$ cat src/sv/acss_pkg.sv
package acss_pkg;

    // field and state widths
    localparam int DATA_W = 16;
    localparam int CNT_W  = 5;
    localparam int SUM_W  = 21;
    localparam int IDX_W  = 3;
    localparam int SLEW_W = DATA_W + 2;

    // default window storage depth
    localparam int WINDOW_DEPTH_DEF = 16;

    // register reset values
    localparam logic [CNT_W-1:0]         WINDOW_LEN_RST = 5'd1;
    localparam logic signed [DATA_W-1:0] OUT_MIN_RST    = 16'sh8000;
    localparam logic signed [DATA_W-1:0] OUT_MAX_RST    = 16'sh7FFF;
    localparam logic [DATA_W-1:0]        RISE_STEP_RST  = 16'hFFFF;
    localparam logic [DATA_W-1:0]        FALL_STEP_RST  = 16'hFFFF;

    // configuration register indexes
    typedef enum logic [IDX_W-1:0] {
        REG_WINDOW_LEN = 3'd0,
        REG_OUT_MIN    = 3'd1,
        REG_OUT_MAX    = 3'd2,
        REG_RISE_STEP  = 3'd3,
        REG_FALL_STEP  = 3'd4
    } cfg_idx_t;

    // request into the window unit
    typedef struct packed {
        logic                     start;
        logic                     clear;
        logic [CNT_W-1:0]         len;
        logic signed [DATA_W-1:0] sample;
    } win_req_t;

    // response from the window unit
    typedef struct packed {
        logic                    done;
        logic signed [SUM_W-1:0] sum;
        logic [CNT_W-1:0]        count;
    } win_rsp_t;

    // request into the divider
    typedef struct packed {
        logic                    start;
        logic signed [SUM_W-1:0] dividend;
        logic [CNT_W-1:0]        divisor;
    } div_req_t;

    // response from the divider
    typedef struct packed {
        logic                     done;
        logic signed [DATA_W-1:0] mean;
    } div_rsp_t;

endpackage

$ cat src/sv/acss_window.sv
module acss_window #(
    parameter int WINDOW_DEPTH = acss_pkg::WINDOW_DEPTH_DEF
) (
    input  logic               clk,
    input  logic               rst_n,
    input  acss_pkg::win_req_t req,
    output acss_pkg::win_rsp_t rsp
);

    localparam int ADDR_W = (WINDOW_DEPTH > 1) ? $clog2(WINDOW_DEPTH) : 1;

    typedef enum logic [1:0] {
        W_IDLE = 2'b01,
        W_SWAP = 2'b10
    } win_state_t;

    win_state_t state_reg, state_next;

    logic [acss_pkg::CNT_W-1:0]         fill_reg, fill_next;
    logic [acss_pkg::CNT_W-1:0]         ptr_reg, ptr_next;
    logic signed [acss_pkg::SUM_W-1:0]  sum_reg, sum_next;
    logic                               done_reg, done_next;
    logic signed [acss_pkg::DATA_W-1:0] sample_reg;

    // sample memory, one write and one read port
    logic signed [acss_pkg::DATA_W-1:0] mem [WINDOW_DEPTH];
    logic signed [acss_pkg::DATA_W-1:0] rd_data_reg;
    logic [ADDR_W-1:0]                  rd_addr;
    logic [ADDR_W-1:0]                  wr_addr;
    logic signed [acss_pkg::DATA_W-1:0] wr_data;
    logic                               wr_en;

    logic [acss_pkg::CNT_W-1:0] ptr_inc;

    assign rd_addr = ADDR_W'({{ADDR_W{1'b0}}, ptr_reg});
    assign ptr_inc = ptr_reg + 1'b1;

    // memory access
    always_ff @(posedge clk)
    begin
        if (wr_en)
        begin
            mem[wr_addr] <= wr_data;
        end
        rd_data_reg <= mem[rd_addr];
    end

    // incoming sample is held while the oldest entry is read
    always_ff @(posedge clk)
    begin
        if (req.start && state_reg == W_IDLE)
        begin
            sample_reg <= req.sample;
        end
    end

    // fill, replace and running sum update
    always_comb
    begin
        state_next = state_reg;
        fill_next  = fill_reg;
        ptr_next   = ptr_reg;
        sum_next   = sum_reg;
        done_next  = 1'b0;
        wr_en      = 1'b0;
        wr_addr    = ADDR_W'({{ADDR_W{1'b0}}, fill_reg});
        wr_data    = req.sample;
        if (req.clear)
        begin
            state_next = W_IDLE;
            fill_next  = '0;
            ptr_next   = '0;
            sum_next   = '0;
        end
        else
        begin
            unique case (state_reg)
                W_IDLE:
                begin
                    if (req.start)
                    begin
                        if (fill_reg < req.len)
                        begin
                            wr_en     = 1'b1;
                            fill_next = fill_reg + 1'b1;
                            sum_next  = sum_reg + acss_pkg::SUM_W'(req.sample);
                            done_next = 1'b1;
                        end
                        else
                        begin
                            state_next = W_SWAP;
                        end
                    end
                end
                W_SWAP:
                begin
                    wr_en      = 1'b1;
                    wr_addr    = rd_addr;
                    wr_data    = sample_reg;
                    sum_next   = sum_reg - acss_pkg::SUM_W'(rd_data_reg)
                                 + acss_pkg::SUM_W'(sample_reg);
                    ptr_next   = (ptr_inc >= req.len) ? '0 : ptr_inc;
                    done_next  = 1'b1;
                    state_next = W_IDLE;
                end
                default:
                begin
                    state_next = W_IDLE;
                end
            endcase
        end
    end

    always_ff @(posedge clk or negedge rst_n)
    begin
        if (!rst_n)
        begin
            state_reg <= W_IDLE;
            fill_reg  <= '0;
            ptr_reg   <= '0;
            sum_reg   <= '0;
            done_reg  <= 1'b0;
        end
        else
        begin
            state_reg <= state_next;
            fill_reg  <= fill_next;
            ptr_reg   <= ptr_next;
            sum_reg   <= sum_next;
            done_reg  <= done_next;
        end
    end

    assign rsp.done  = done_reg;
    assign rsp.sum   = sum_reg;
    assign rsp.count = fill_reg;

endmodule

$ cat src/sv/acss_div.sv
module acss_div (
    input  logic               clk,
    input  logic               rst_n,
    input  acss_pkg::div_req_t req,
    output acss_pkg::div_rsp_t rsp
);

    localparam int STEP_W = $clog2(acss_pkg::SUM_W + 1);

    logic                         busy_reg, busy_next;
    logic                         done_reg, done_next;
    logic [STEP_W-1:0]            cnt_reg, cnt_next;
    logic                         neg_reg, neg_next;
    logic [acss_pkg::SUM_W-1:0]   quo_reg, quo_next;
    logic [acss_pkg::CNT_W-1:0]   rem_reg, rem_next;
    logic [acss_pkg::CNT_W-1:0]   div_reg, div_next;

    logic [acss_pkg::CNT_W:0]     trial;
    logic                         ge;
    logic [acss_pkg::DATA_W-1:0]  q_low;

    // one quotient bit per cycle, restoring
    assign trial = {rem_reg, quo_reg[acss_pkg::SUM_W-1]};
    assign ge    = trial >= {1'b0, div_reg};

    always_comb
    begin
        busy_next = busy_reg;
        done_next = 1'b0;
        cnt_next  = cnt_reg;
        neg_next  = neg_reg;
        quo_next  = quo_reg;
        rem_next  = rem_reg;
        div_next  = div_reg;
        if (req.start)
        begin
            busy_next = 1'b1;
            cnt_next  = STEP_W'(acss_pkg::SUM_W);
            neg_next  = req.dividend[acss_pkg::SUM_W-1];
            quo_next  = req.dividend[acss_pkg::SUM_W-1] ? acss_pkg::SUM_W'(-req.dividend)
                                                         : acss_pkg::SUM_W'(req.dividend);
            rem_next  = '0;
            div_next  = req.divisor;
        end
        else if (busy_reg)
        begin
            rem_next = ge ? acss_pkg::CNT_W'(trial - {1'b0, div_reg})
                          : acss_pkg::CNT_W'(trial);
            quo_next = {quo_reg[acss_pkg::SUM_W-2:0], ge};
            cnt_next = cnt_reg - 1'b1;
            if (cnt_reg == STEP_W'(1))
            begin
                busy_next = 1'b0;
                done_next = 1'b1;
            end
        end
    end

    always_ff @(posedge clk or negedge rst_n)
    begin
        if (!rst_n)
        begin
            busy_reg <= 1'b0;
            done_reg <= 1'b0;
            cnt_reg  <= '0;
        end
        else
        begin
            busy_reg <= busy_next;
            done_reg <= done_next;
            cnt_reg  <= cnt_next;
        end
    end

    always_ff @(posedge clk)
    begin
        neg_reg <= neg_next;
        quo_reg <= quo_next;
        rem_reg <= rem_next;
        div_reg <= div_next;
    end

    // mean fits 16 bits, sign restored after the magnitude divide
    assign q_low    = quo_reg[acss_pkg::DATA_W-1:0];
    assign rsp.done = done_reg;
    assign rsp.mean = neg_reg ? $signed(-q_low) : $signed(q_low);

endmodule

$ cat src/sv/accel_command_smooth_slew_clamp_unit.sv
// Acceleration command shaper: each request carries one raw Q8.8 sample, which
// joins a window of the last window_len samples (1 to 16, saturated to
// WINDOW_DEPTH); the truncated mean of the held samples is slew limited by
// rise_step and fall_step against the previous result, clamped to out_min and
// out_max (out_min wins if they cross): exactly one result per request.
// A request passes in order through the window update, the bit-serial divide of
// the running sum by the held count, the slew register and the clamp into the
// output register; once the window is full, the window update also reads the
// oldest sample from the window memory before replacing it. One request is in
// flight at a time, and the next is taken while the result waits.
// Writing window_len empties the window but keeps the previous result; the
// window memory needs no clearing pass after reset. Configuration is taken every
// cycle and must only be written while the unit is idle.
module accel_command_smooth_slew_clamp_unit #(
    parameter int WINDOW_DEPTH = acss_pkg::WINDOW_DEPTH_DEF
) (
    input  logic                               clk,
    input  logic                               rst_n,
    input  logic                               in_valid,
    output logic                               in_stall,
    input  logic signed [acss_pkg::DATA_W-1:0] raw_accel,
    output logic                               out_valid,
    input  logic                               out_stall,
    output logic signed [acss_pkg::DATA_W-1:0] shaped_accel,
    input  logic                               cfg_valid,
    output logic                               cfg_ready,
    input  logic [acss_pkg::IDX_W-1:0]         cfg_index,
    input  logic [acss_pkg::DATA_W-1:0]        cfg_data
);

    typedef enum logic [4:0] {
        ST_IDLE  = 5'b00001,
        ST_WIN   = 5'b00010,
        ST_DIV   = 5'b00100,
        ST_SLEW  = 5'b01000,
        ST_CLAMP = 5'b10000
    } state_t;

    state_t state_reg, state_next;

    logic [acss_pkg::CNT_W-1:0]         win_len_reg;
    logic signed [acss_pkg::DATA_W-1:0] out_min_reg;
    logic signed [acss_pkg::DATA_W-1:0] out_max_reg;
    logic [acss_pkg::DATA_W-1:0]        rise_step_reg;
    logic [acss_pkg::DATA_W-1:0]        fall_step_reg;

    logic signed [acss_pkg::DATA_W-1:0] prev_reg;
    logic signed [acss_pkg::DATA_W-1:0] mean_reg;
    logic signed [acss_pkg::SLEW_W-1:0] slew_reg, slew_next;
    logic signed [acss_pkg::DATA_W-1:0] clamp_val;
    logic                               out_valid_reg;
    logic signed [acss_pkg::DATA_W-1:0] out_data_reg;

    logic                       cfg_we;
    logic                       in_accept;
    logic                       out_load;
    logic [acss_pkg::CNT_W-1:0] act_len;

    logic signed [acss_pkg::SLEW_W-1:0] up_lim;
    logic signed [acss_pkg::SLEW_W-1:0] dn_lim;
    logic signed [acss_pkg::SLEW_W-1:0] mean_ext;

    acss_pkg::win_req_t win_req;
    acss_pkg::win_rsp_t win_rsp;
    acss_pkg::div_req_t div_req;
    acss_pkg::div_rsp_t div_rsp;

    assign cfg_ready = 1'b1;
    assign cfg_we    = cfg_valid && cfg_ready;
    assign in_stall  = (state_reg != ST_IDLE);
    assign in_accept = in_valid && !in_stall;

    // configuration registers
    always_ff @(posedge clk or negedge rst_n)
    begin
        if (!rst_n)
        begin
            win_len_reg   <= acss_pkg::WINDOW_LEN_RST;
            out_min_reg   <= acss_pkg::OUT_MIN_RST;
            out_max_reg   <= acss_pkg::OUT_MAX_RST;
            rise_step_reg <= acss_pkg::RISE_STEP_RST;
            fall_step_reg <= acss_pkg::FALL_STEP_RST;
        end
        else if (cfg_we)
        begin
            unique case (cfg_index)
                acss_pkg::REG_WINDOW_LEN: win_len_reg   <= cfg_data[acss_pkg::CNT_W-1:0];
                acss_pkg::REG_OUT_MIN:    out_min_reg   <= $signed(cfg_data);
                acss_pkg::REG_OUT_MAX:    out_max_reg   <= $signed(cfg_data);
                acss_pkg::REG_RISE_STEP:  rise_step_reg <= cfg_data;
                acss_pkg::REG_FALL_STEP:  fall_step_reg <= cfg_data;
                default:                  ;
            endcase
        end
    end

    // effective window length
    always_comb
    begin
        act_len = win_len_reg;
        if (win_len_reg == '0)
        begin
            act_len = acss_pkg::CNT_W'(1);
        end
        else if (int'(win_len_reg) > WINDOW_DEPTH)
        begin
            act_len = acss_pkg::CNT_W'(WINDOW_DEPTH);
        end
    end

    // window memory and running sum
    assign win_req.start  = in_accept;
    assign win_req.clear  = cfg_we && (cfg_index == acss_pkg::REG_WINDOW_LEN);
    assign win_req.len    = act_len;
    assign win_req.sample = raw_accel;

    acss_window #(
        .WINDOW_DEPTH(WINDOW_DEPTH)
    ) u_window (
        .clk  (clk),
        .rst_n(rst_n),
        .req  (win_req),
        .rsp  (win_rsp)
    );

    // mean of the held samples
    assign div_req.start    = (state_reg == ST_WIN) && win_rsp.done;
    assign div_req.dividend = win_rsp.sum;
    assign div_req.divisor  = win_rsp.count;

    acss_div u_div (
        .clk  (clk),
        .rst_n(rst_n),
        .req  (div_req),
        .rsp  (div_rsp)
    );

    // slew limits around the previous result
    assign mean_ext = acss_pkg::SLEW_W'(mean_reg);
    assign up_lim   = acss_pkg::SLEW_W'(prev_reg) + $signed({2'b00, rise_step_reg});
    assign dn_lim   = acss_pkg::SLEW_W'(prev_reg) - $signed({2'b00, fall_step_reg});

    always_comb
    begin
        if (mean_ext > up_lim)
        begin
            slew_next = up_lim;
        end
        else if (mean_ext < dn_lim)
        begin
            slew_next = dn_lim;
        end
        else
        begin
            slew_next = mean_ext;
        end
    end

    // clamp, upper bound first; the lower bound wins if the bounds cross
    always_comb
    begin
        clamp_val = acss_pkg::DATA_W'(slew_reg);
        if (slew_reg > acss_pkg::SLEW_W'(out_max_reg))
        begin
            clamp_val = out_max_reg;
        end
        if (slew_reg > acss_pkg::SLEW_W'(out_max_reg)
            ? (out_max_reg < out_min_reg)
            : (slew_reg < acss_pkg::SLEW_W'(out_min_reg)))
        begin
            clamp_val = out_min_reg;
        end
    end

    assign out_load = (state_reg == ST_CLAMP) && (!out_valid_reg || !out_stall);

    // sequencer
    always_comb
    begin
        state_next = state_reg;
        unique case (state_reg)
            ST_IDLE:  if (in_accept)      state_next = ST_WIN;
            ST_WIN:   if (win_rsp.done)   state_next = ST_DIV;
            ST_DIV:   if (div_rsp.done)   state_next = ST_SLEW;
            ST_SLEW:                      state_next = ST_CLAMP;
            ST_CLAMP: if (out_load)       state_next = ST_IDLE;
            default:                      state_next = ST_IDLE;
        endcase
    end

    always_ff @(posedge clk or negedge rst_n)
    begin
        if (!rst_n)
        begin
            state_reg     <= ST_IDLE;
            prev_reg      <= '0;
            out_valid_reg <= 1'b0;
        end
        else
        begin
            state_reg <= state_next;
            if (out_load)
            begin
                prev_reg      <= clamp_val;
                out_valid_reg <= 1'b1;
            end
            else if (!out_stall)
            begin
                out_valid_reg <= 1'b0;
            end
        end
    end

    // datapath registers
    always_ff @(posedge clk)
    begin
        if (state_reg == ST_DIV && div_rsp.done)
        begin
            mean_reg <= div_rsp.mean;
        end
        if (state_reg == ST_SLEW)
        begin
            slew_reg <= slew_next;
        end
        if (out_load)
        begin
            out_data_reg <= clamp_val;
        end
    end

    assign out_valid    = out_valid_reg;
    assign shaped_accel = out_data_reg;

    // checks
    a_accept_busy: assert property (@(posedge clk) disable iff (!rst_n)
        in_accept |=> in_stall)
        else $error("request taken but unit not busy");

    a_win_when_waiting: assert property (@(posedge clk) disable iff (!rst_n)
        win_rsp.done |-> (state_reg == ST_WIN))
        else $error("window result outside window wait");

    a_div_when_waiting: assert property (@(posedge clk) disable iff (!rst_n)
        div_rsp.done |-> (state_reg == ST_DIV))
        else $error("divide result outside divide wait");

    a_count_in_window: assert property (@(posedge clk) disable iff (!rst_n)
        win_rsp.count <= act_len)
        else $error("held count above window length");

    a_out_from_clamp: assert property (@(posedge clk) disable iff (!rst_n)
        $rose(out_valid) |-> $past(state_reg == ST_CLAMP))
        else $error("result shown without clamp stage");

endmodule
$ cat config.mk
export PLATFORM = sky130hd
export DESIGN_NAME = accel_command_smooth_slew_clamp_unit
export DESIGN_NICKNAME = d
export VERILOG_FILES = /design/src/sv/acss_pkg.sv /design/src/sv/acss_window.sv /design/src/sv/acss_div.sv /design/src/sv/accel_command_smooth_slew_clamp_unit.sv
export SDC_FILE = /design/constraint.sdc
export NUM_CORES = 1
export LEC_CHECK = 0
export BUFFER_PORTS_ARGS = -buffer_cell sky130_fd_sc_hd__buf_4
export CAP_MARGIN = 20
export CELL_PAD_IN_SITES_DETAIL_PLACEMENT = 1
export CELL_PAD_IN_SITES_GLOBAL_PLACEMENT = 1
export CORE_MARGIN = 2
export CORE_UTILIZATION = 47
export CTS_CLUSTER_SIZE = 24
export DETAILED_ROUTE_END_ITERATION = 10
export MAX_ROUTING_LAYER = met4
export PLACE_DENSITY_LB_ADDON = 0.05
export SYNTH_ARGS = -nofsm -noshare
export SYNTH_HDL_FRONTEND = slang
export SYNTH_HIERARCHICAL = 1
export SYNTH_SLANG_ARGS = --single-unit
$ cat constraint.sdc
create_clock -name clk -period 3.85 [get_ports clk]
set_clock_uncertainty 0.1 [all_clocks]
set_input_delay 0.77 -clock clk [delete_from_list [all_inputs] [get_ports clk]]
set_output_delay 0.77 -clock clk [all_outputs]
set_load 0.02 [all_outputs]
==> flow_summary.ini, run 1 <==
[critical_path]
critical_path_class = reg -> reg
endpoint_kind = flip-flop
required_ns = 4.24
crit_path_max_fanout = 7
critPathLaunchType = flip-flop
cp.arrival_ns = 4.59

[cts]
cts_made_buffers = 56
clock_latency_ns = 0.66
tritoncts = yes
cts_root_buf = clkbuf_16
htree_levels = 2
cts_buffer_depth = 3
cts_hold_buf = 0
path_clk_slew_ns = 0.06
cts.sink_count = 502

[sta]
fmax_mhz = 238
rsz0062_at_grt = true
period_share = 1.09
hold_violations = 0
period_needed_ns = 4.20
setup_ws_ns = -0.352
drv_slew = 0
tns_ns = -5.02
tightest_slew_ns = 1.12
slew_headroom = 0.254
whs_ns = 0.0464
setup_viol = 18

[cells_and_area]
final_common_cell = edfxtp_1
largest_reg_flops = 256
diodes = 0
drive_gt1_frac = 0.248
utilization = 0.560
final_cell_mix = edfxtp_1, buf_4, inv_1
area_delta_synth_final_pct = 18.2
nets = 2725
fin_cells = 3292

[yosys]
ys_top_cells_by_area = edfxtp_1, ha_1, dfrtp_1
syn-instance-count = 2260
synth_cell_types = 109
ys_seq_elements = 502
synth_edf_count = 349
seq_area_frac_synth = 0.523
syn_area_um2 = 27300
syn-num-nets = 2506
post-synth-top-area-cell = edfxtp_1
netlist.area_leader.share = 0.384
yosysWarnings = 6
avgSynthCellArea_um2 = 12.1
ys.flop_type = edfxtp_1
async_reset_ff_frac = 0.263

[pwr]
p_total_w = 0.0221
p_leak_nw = 12.6
intPower_w = 0.0139
switching_power_w = 0.00821
peakVddDrop_mv = 0.574
p_per_area_nw_per_um2 = 686
p_comb_frac = 0.407
sequentialPowerShare = 0.343
clock_power_share = 0.250
swShare = 0.371

[place]
placed_cells = 3171
hpwl_um = 54200
portBuffers = 57
gp_congestion = 0.868

[routing]
wire_per_inst_um = 23.2
via_per_inst = 5.76
drt_iter0_drc = 938
num_vias = 19000
ant_nets = 0
drc_errors = 0
firstDrtPassIters = 5
drt-total-wl_um = 76300

[die]
die-area_um2 = 60000
initial_utilization = 0.474
num_io_pins = 59
die_w_um = 245
fp.coreArea_um2 = 57600
die_h_um = 245
rows = 88

[grt]
grt_antenna_before_repair = 0
grt_pass1_wl_um = 119000
grt_pass1_vias = 20300
grt-ovfl-total = 0
grt_max_degree = 65
gr-usage-all-layers = 0.266

[worst_hold_path]
min_path_type = in -> async

[run_status]
violations = negative setup slack
status = finished, violations left

[flow_run]
maxCapViolCount = 0
## critical path: stages (launching register included)
cell and delay [ns]:
dfstp_2 0.56, ha_4 0.14, inv_2 0.03, fa_2 0.36, a21oi_4 0.16, o211ai_1 0.16, nor4_2 0.27, buf_4 0.19
buf_4 0.10, nor2_1 0.06, xnor2_2 0.14, ha_1 0.19, a21oi_1 0.22, o211ai_1 0.14, a221oi_2 0.28, a21oi_4 0.15
nor2b_4 0.16, or4_1 0.51, nand3_1 0.09
## synth_stat cells (43+ instances only)
| cell type | instances |
|---|---|
| edfxtp_1 | 349 |
| inv_1 | 187 |
| ha_1 | 182 |
| nand2_1 | 178 |
| nor2_1 | 159 |
| o21ai_0 | 133 |
| a21oi_1 | 107 |
| dfrtp_1 | 81 |
| mux4_2 | 80 |
| xnor2_1 | 55 |
| clkbuf_1 | 52 |
| dfstp_2 | 51 |
| nand3_1 | 43 |
## what timing repair did
action | 4_1_cts | 5_1_grt
gates resized for setup | 29 | 34
setup buffers | 7 | 6
endpoints found under the setup margin | 18 | 18
cloned | 1 | 1
pin swaps | 16 | 26
## worst paths after layout
check,start,endpoint,slack (ns),cells after the start
worst max-delay path,fall_step_reg[0]$_DFFE_PN1P_,slew_reg[17]$_DFFE_PN_,-0.35,18
min in group clk,raw_accel[4],u_window/sample_reg[4]$_DFFE_PP_,0.23,1
worst max register to register,fall_step_reg[0]$_DFFE_PN1P_,slew_reg[17]$_DFFE_PN_,-0.35,18
worst min-delay path,rst_n,out_min_reg[13]$_DFFE_PN0P_,0.05,1
worst min register to register,u_window/done_reg$_DFF_PN0_,state_reg[1]$_DFFE_PN0P_,0.40,1
max in group asynchronous,rst_n,out_max_reg[7]$_DFFE_PN1P_,2.73,2
## cell type report
cell class / count / area (µm²)
fillers: 5831 / 25300
flip-flops and latches: 502 / 14300
multi-input cells: 1493 / 12400
repair buffers: 238 / 2020
clock buffers: 78 / 1540
well taps: 765 / 957
inverters: 188 / 708
clock inverters: 28 / 389
## per-stage QoR
step                      setup WS [ns]  cell area, µm²
final                            -0.352           32300
after CTS                        -0.426           32000
after detailed placement         -0.589           29900
after floorplan                  -0.147           27400
after global placement           -0.439           29900
after global routing             -0.605           32300
## logic make-up (layout without fill, tap and decap cells)
logic type	count (synthesis)	count (layout)	share of synthesized area
AOI/OAI and AO/OA	489	489	0.121
DFF	502	502	0.523
muxes	116	116	0.0805
xor gates and xnor gates	90	90	0.0289
and+or+nand+nor	591	591	0.107
adders and majority gates	206	206	0.101
other	1	1	0.000137
buffers and inverters	265	532	0.0387
## per-layer routing
layer / routed length [µm] / GRT usage / vias up / share of wire
li1: - / - / 8798 / -
met1: 30800 / 0.310 / 9741 / 0.40
met2: 40700 / 0.482 / 318 / 0.53
met3: 2710 / 0.0321 / 109 / 0.036
met4: 2070 / 0.0791 / 0 / 0.027
met5: 0 / - / - / 0
## power by group through the flow
stage          Sequential [W]  Clock [W]  Combinational [W]
3_3_place_gp          0.00766          0            0.00855
4_1_cts               0.00760    0.00565            0.00896
3_5_place_dp          0.00770          0            0.00884
5_1_grt               0.00770    0.00583             0.0100
2_1_floorplan         0.00728          0            0.00651
6_report              0.00759    0.00553            0.00900
Power figures use the tool's default switching activity.
==> run 2, diff against run 1 <==
--- a/config.mk
+++ b/config.mk
@@ -9,12 +9,13 @@
 export CAP_MARGIN = 20
 export CELL_PAD_IN_SITES_DETAIL_PLACEMENT = 1
 export CELL_PAD_IN_SITES_GLOBAL_PLACEMENT = 1
-export CORE_MARGIN = 2
+export CORE_MARGIN = 3
 export CORE_UTILIZATION = 47
 export CTS_CLUSTER_SIZE = 24
 export DETAILED_ROUTE_END_ITERATION = 10
 export MAX_ROUTING_LAYER = met4
 export PLACE_DENSITY_LB_ADDON = 0.05
+export RECOVER_POWER = 100
 export SYNTH_ARGS = -nofsm -noshare
 export SYNTH_HDL_FRONTEND = slang
 export SYNTH_HIERARCHICAL = 1
==> run 2 against run 1 <==
Highest routed layer unchanged. Clock power increased by 1%. Register-to-register slack got worse by 0.16 ns. Global-route usage decreased by 0.38 points. Hold slack improved by 0.27 ns. Cell count decreased by 0.33%. Power increased by 0.11%. Routed wire length increased by 1.5%. First-iteration DRC count increased by 17%. Via count increased by 0.38%. The flow finishes with violations (max-capacitance violations, max-slew violations, negative setup slack). Sequential share of layout area increased by 0.55 points. Count of clock-buffer cells in the layout decreased by 7.
==> flow_summary.ini, run 2 (synthesized netlist as in run 1, its figures left out) <==
[die]
initial_utilization = 0.479
die_w_um = 247
fp.coreArea_um2 = 56900
rows = 87
num_io_pins = 59
die-area_um2 = 61000
die_h_um = 247

[cells_and_area]
fill_cells = 5836
drive_gt1_frac = 0.212
area_delta_synth_final_pct = 16.7
largest_reg_flops = 256
nets = 2724
diodes = 0
final_common_cell = edfxtp_1
final_cell_mix = edfxtp_1, inv_1, ha_1
post-route-cell-area_um2 = 31900
utilization = 0.560

[critical_path]
cp_slowest_cell = dfstp_2
endpoint_kind = flip-flop
slowest_delay_ns = 0.56
critPathLaunchType = flip-flop
crit_path_max_fanout = 4
cp_cell_sequence = ha_4 > inv_2 > fa_2 > nor2b_4 > o31a_4 > nor2_4 > o311ai_4 > a41oi_2 > o21a_1 > nor2_1 > xnor2_1 > ha_1 > nand4_1 > nor4_2 > a31oi_1 > o21ai_2 > buf_6 > nand3b_1 > o221ai_1 > a21bo_1
required_ns = 4.12
critical_path_class = reg -> reg
cp.arrival_ns = 4.63

[routing]
via_per_inst = 5.80
routed.top_layer = met4
drt-met1-wl_um = 31400
dr_wl_met3_um = 2480
dr_wl_met2_um = 40900
ant_nets = 0
firstDrtPassIters = 5
wire_per_inst_um = 23.6
drt_iter0_drc = 1097
drt-total-wl_um = 77400
num_vias = 19000
drc_errors = 0

[pwr]
p_leak_nw = 12.4
p_per_area_nw_per_um2 = 695
peakVddDrop_mv = 0.571

[cts]
cts_buffer_depth = 3
cts_made_buffers = 55
path_clk_slew_ns = 0.06
cts_hold_buf = 0
clock_latency_ns = 0.64
tritoncts = yes
cts.sink_count = 502
htree_levels = 2
cts_root_buf = clkbuf_16

[sta]
period_needed_ns = 4.36
slew_headroom = -0.455
tightest_slew_ns = 2.18
hold_violations = 0
setup_viol = 52
fmax_mhz = 229
drv_slew = 127
setup_ws_ns = -0.509
period_share = 1.13
rsz0062_at_grt = true
whs_ns = 0.312

[run_status]
violations = max-capacitance violations, max-slew violations, negative setup slack
status = finished, violations left

[place]
portBuffers = 57
placed_cell_area_um2 = 29900
hpwl_um = 54500
gp_congestion = 0.877

[grt]
grt-ovfl-total = 0
grt_antenna_before_repair = 1
grt_pass1_vias = 20300
grt_pass1_wl_um = 119000
grt_max_degree = 75
gr-usage-all-layers = 0.263

[worst_hold_path]
min_path_type = in -> reg

[flow_run]
maxCapViolCount = 3
run 2: what timing repair did:
item                                    4_1_cts  5_1_grt
pin swaps                                     6       21
gates resized for setup                      12       40
gates cloned                                  0        2
endpoints found under the hold margin         0        0
buffers inserted                              4       12
endpoints found under the setup margin       18       18
run 2: area by class of cell:
type / instances / area [µm²] / share of cell area
tap: 756 / 946 / 0.0297
multi-input combinational: 1493 / 12200 / 0.383
clock buffer: 71 / 1470 / 0.0460
inverter: 188 / 706 / 0.0222
timing repair buffer: 238 / 1820 / 0.0570
clock inverter: 33 / 464 / 0.0146
sequential: 502 / 14300 / 0.448
run 2: worst paths after layout:
kind                                          startpoint                       endpoint  slack [ns]  cells after the start
min in group asynchronous                          rst_n    out_min_reg[13]$_DFFE_PN0P_        0.67                      1
hold / removal                               cfg_data[2]     out_max_reg[2]$_DFFE_PN1P_        0.31                      3
setup reg to reg            rise_step_reg[0]$_DFFE_PN1P_         slew_reg[16]$_DFFE_PN_       -0.51                     20
hold reg to reg            u_div/rem_reg[4]$_SDFFE_PP0P_  u_div/rem_reg[4]$_SDFFE_PP0P_        0.40                      2
max in group asynchronous                          rst_n     out_min_reg[9]$_DFFE_PN0P_        0.99                      2
setup / recovery            rise_step_reg[0]$_DFFE_PN1P_         slew_reg[16]$_DFFE_PN_       -0.51                     20
run 2: layer usage:
layer | track usage | vias to the layer above
li1 | - | 8811
met1 | 0.313 | 9754
met2 | 0.469 | 335
met3 | 0.0250 | 139
met4 | 0.0877 | 0
met5 | - | -
run 2: critical path, delay by kind of cell, from the launching register on:
family                   cells  cell delay [ns]
AO/OA/AOI/OAI                8             1.51
AND/OR/NAND/NOR              6             0.90
adder cells (fa/ha/maj)      3             0.80
flip-flops                   1             0.56
buffers and inverters        2             0.17
XOR/XNOR                     1             0.08
run 2: through the flow:
stage / TNS [ns] / setup slack, ns / total power, W / std cells
finish: -9.22 / -0.509 / 0.0222 / 3281
global route: -83.35 / -0.734 / 0.0236 / 3281
CTS: -6.58 / -0.477 / 0.0223 / 3267
detailed placement: -9.21 / -0.589 / 0.0166 / 3159
global placement: -6.22 / -0.421 / 0.0162 / 3158
floorplan: -0.367 / -0.147 / 0.0138 / 2260
run 2: report_power, final:
part           leakage, nW  switching [W]  internal, W
registers             4.90       0.000774      0.00677
clock network        0.934        0.00229      0.00332
logic                 6.55        0.00513      0.00387
==> run 3, diff against run 2 <==
--- a/config.mk
+++ b/config.mk
@@ -13,6 +13,7 @@
 export CORE_UTILIZATION = 47
 export CTS_CLUSTER_SIZE = 24
 export DETAILED_ROUTE_END_ITERATION = 10
+export HOLD_SLACK_MARGIN = 0.02
 export MAX_ROUTING_LAYER = met4
 export PLACE_DENSITY_LB_ADDON = 0.05
 export RECOVER_POWER = 100
==> constraint.sdc (replaced) <==
create_clock -name clk -period 3.6 [get_ports clk]
set_clock_uncertainty 0.1 [all_clocks]
set_input_delay 0.72 -clock clk [delete_from_list [all_inputs] [get_ports clk]]
set_output_delay 0.72 -clock clk [all_outputs]
set_load 0.02 [all_outputs]
==> run 3 against run 2 <==
The run still ends with max-capacitance violations, max-slew violations, negative setup slack left. Setup slack worse by 0.18 ns. Sequential power increased by 6.2%. Maximum frequency rose by 1.6%. Via count rose by 0.75%. Final area rose by 0.73%. Core utilization is 0.41 points higher. Hold slack worse by 0.046 ns. First-iteration DRC count grew 5.5%. Count of clock-buffer cells in the layout fell by 6. Routed wire length is 0.69% higher. Combinational power up 9.3%. Largest cell class unchanged.
==> flow_summary.ini, run 3 (synthesized netlist as in run 1, its figures left out) <==
[worst_hold_path]
min_path_type = in -> reg

[grt]
met3_usage = 0.0310
grt_max_degree = 53
grt-ovfl-total = 0
grt_use_met1 = 0.312
grt_busiest_layer = met2
grt_antenna_before_repair = 0
grt_pass1_vias = 20600
gr-usage-all-layers = 0.266
met2_usage = 0.480
grt_pass1_wl_um = 120000

[sta]
period_needed_ns = 4.29
slew_headroom = -0.899
whs_ns = 0.266
period_share = 1.19
setup_ws_ns = -0.690
setup_viol = 276
rsz0062_at_grt = true
fmax_mhz = 233
tightest_slew_ns = 2.85
drv_slew = 51
hold_violations = 0
tns_ns = -99.67

[place]
placed_cells = 3168
portBuffers = 57
gp_congestion = 0.850
hpwl_um = 54400

[die]
die_w_um = 247
initial_utilization = 0.479
fp.coreArea_um2 = 56900
die-area_um2 = 61000
die_h_um = 247
rows = 87
num_io_pins = 59

[critical_path]
required_ns = 3.97
crit_path_max_fanout = 7
cp.arrival_ns = 4.66
endpoint_kind = flip-flop
critical_path_class = reg -> reg
critPathLaunchType = flip-flop
rrSetupSlack_ns = -0.69

[cts]
cts.sink_count = 502
cts_root_buf = clkbuf_16
tritoncts = yes
cts_buffer_depth = 3
clock_latency_ns = 0.63
htree_levels = 2
path_clk_slew_ns = 0.06
cts_made_buffers = 55

[routing]
num_vias = 19200
drc_errors = 0
wire_per_inst_um = 23.6
ant_nets = 0
drt-total-wl_um = 77900
drt_iter0_drc = 1157
via_per_inst = 5.80
firstDrtPassIters = 4

[flow_run]
maxCapViolCount = 1

[run_status]
status = finished, violations left
violations = max-capacitance violations, max-slew violations, negative setup slack

[pwr]
peakVddDrop_mv = 0.802
p_leak_nw = 12.5
p_per_area_nw_per_um2 = 730

[cells_and_area]
final_common_cell = edfxtp_1
fin_cells = 3306
fill_cells = 5829
nets = 2748
multi_input_area_um2 = 12300
area_delta_synth_final_pct = 17.6
ff_latch_area_um2 = 14300
drive_gt1_frac = 0.237
final_cell_mix = edfxtp_1, inv_1, ha_1
largest_reg_flops = 256
## run 3: cell types whose count changed in the layout (fill, tap and decap cells not counted), sizes merged
cell | previous run | this run
inv | 189 | 191
clkbuf | 141 | 132
bufinv | 9 | 3
buf | 168 | 194
clkinv | 20 | 30
dlygate4sd3 | 0 | 1
diode | 0 | 1
## run 3: worst paths after layout
kind / from / endpoint / cells after the start
max in group asynchronous: rst_n / fall_step_reg[3]$_DFFE_PN1P_ / 3
max reg2reg: prev_reg[0]$_DFFE_PN0P_ / slew_reg[17]$_DFFE_PN_ / 19
min: cfg_data[3] / out_max_reg[3]$_DFFE_PN1P_ / 3
min in group asynchronous: rst_n / out_min_reg[13]$_DFFE_PN0P_ / 2
min reg2reg: u_window/ptr_reg[4]$_DFFE_PN0P_ / u_window/ptr_reg[4]$_DFFE_PN0P_ / 2
max: prev_reg[0]$_DFFE_PN0P_ / slew_reg[17]$_DFFE_PN_ / 19
## run 3: power breakdown
| part | internal [W] | switching (W) |
|---|---|---|
| sequential | 0.00724 | 0.000769 |
| clock | 0.00312 | 0.00244 |
| combinational | 0.00422 | 0.00563 |
| total | 0.0146 | 0.00884 |
## run 3: cell type report
type	count	area share
diodes	1	0.0000780
clock buffers	65	0.0450
clock inverters	39	0.0108
inverters	188	0.0221
multi-input cells	1493	0.384
flip-flops and latches	502	0.445
well taps	756	0.0295
repair buffers	262	0.0636
## run 3: critical path: stages (launching register included)
cell and delay [ns]:
dfrtp_1 0.37, buf_4 0.14, ha_4 0.15, buf_4 0.13, a211oi_1 0.26, o21bai_1 0.17
nand4_1 0.16, a31oi_2 0.17, o31ai_4 0.31, a21boi_0 0.16, xor2_1 0.18, buf_4 0.16
ha_1 0.29, nand4_1 0.17, nor4_4 0.19, buf_4 0.15, a21oi_2 0.05, and2_4 0.20
or4_1 0.53, nand3_1 0.10
## run 3: through the flow
stage | power (W) | setup slack, ns | cell area [µm²] | utilization
after floorplan | 0.0148 | -0.397 | 27400 | -
after global placement | 0.0174 | -0.714 | 30000 | 0.527
after detailed placement | 0.0178 | -0.789 | 30000 | 0.527
after CTS | 0.0236 | -0.619 | 32200 | 0.566
after global routing | 0.0251 | -0.901 | 32100 | 0.564
final | 0.0234 | -0.690 | 32100 | 0.564
## run 3: what timing repair did
item | CTS | global route
setup buffers | 24 | 9
hold endpoints to repair | 24 | 0
pin swaps | 20 | 26
endpoints found under the setup margin | 18 | 185
resized for setup | 45 | 39
hold buffers | 1 | 0
gates cloned | 2 | 1
## run 3: routing by layer
layer	part of all wire	up-vias
li1	-	8863
met1	0.40	9861
met2	0.54	333
met3	0.034	125
met4	0.026	0
met5	0	-
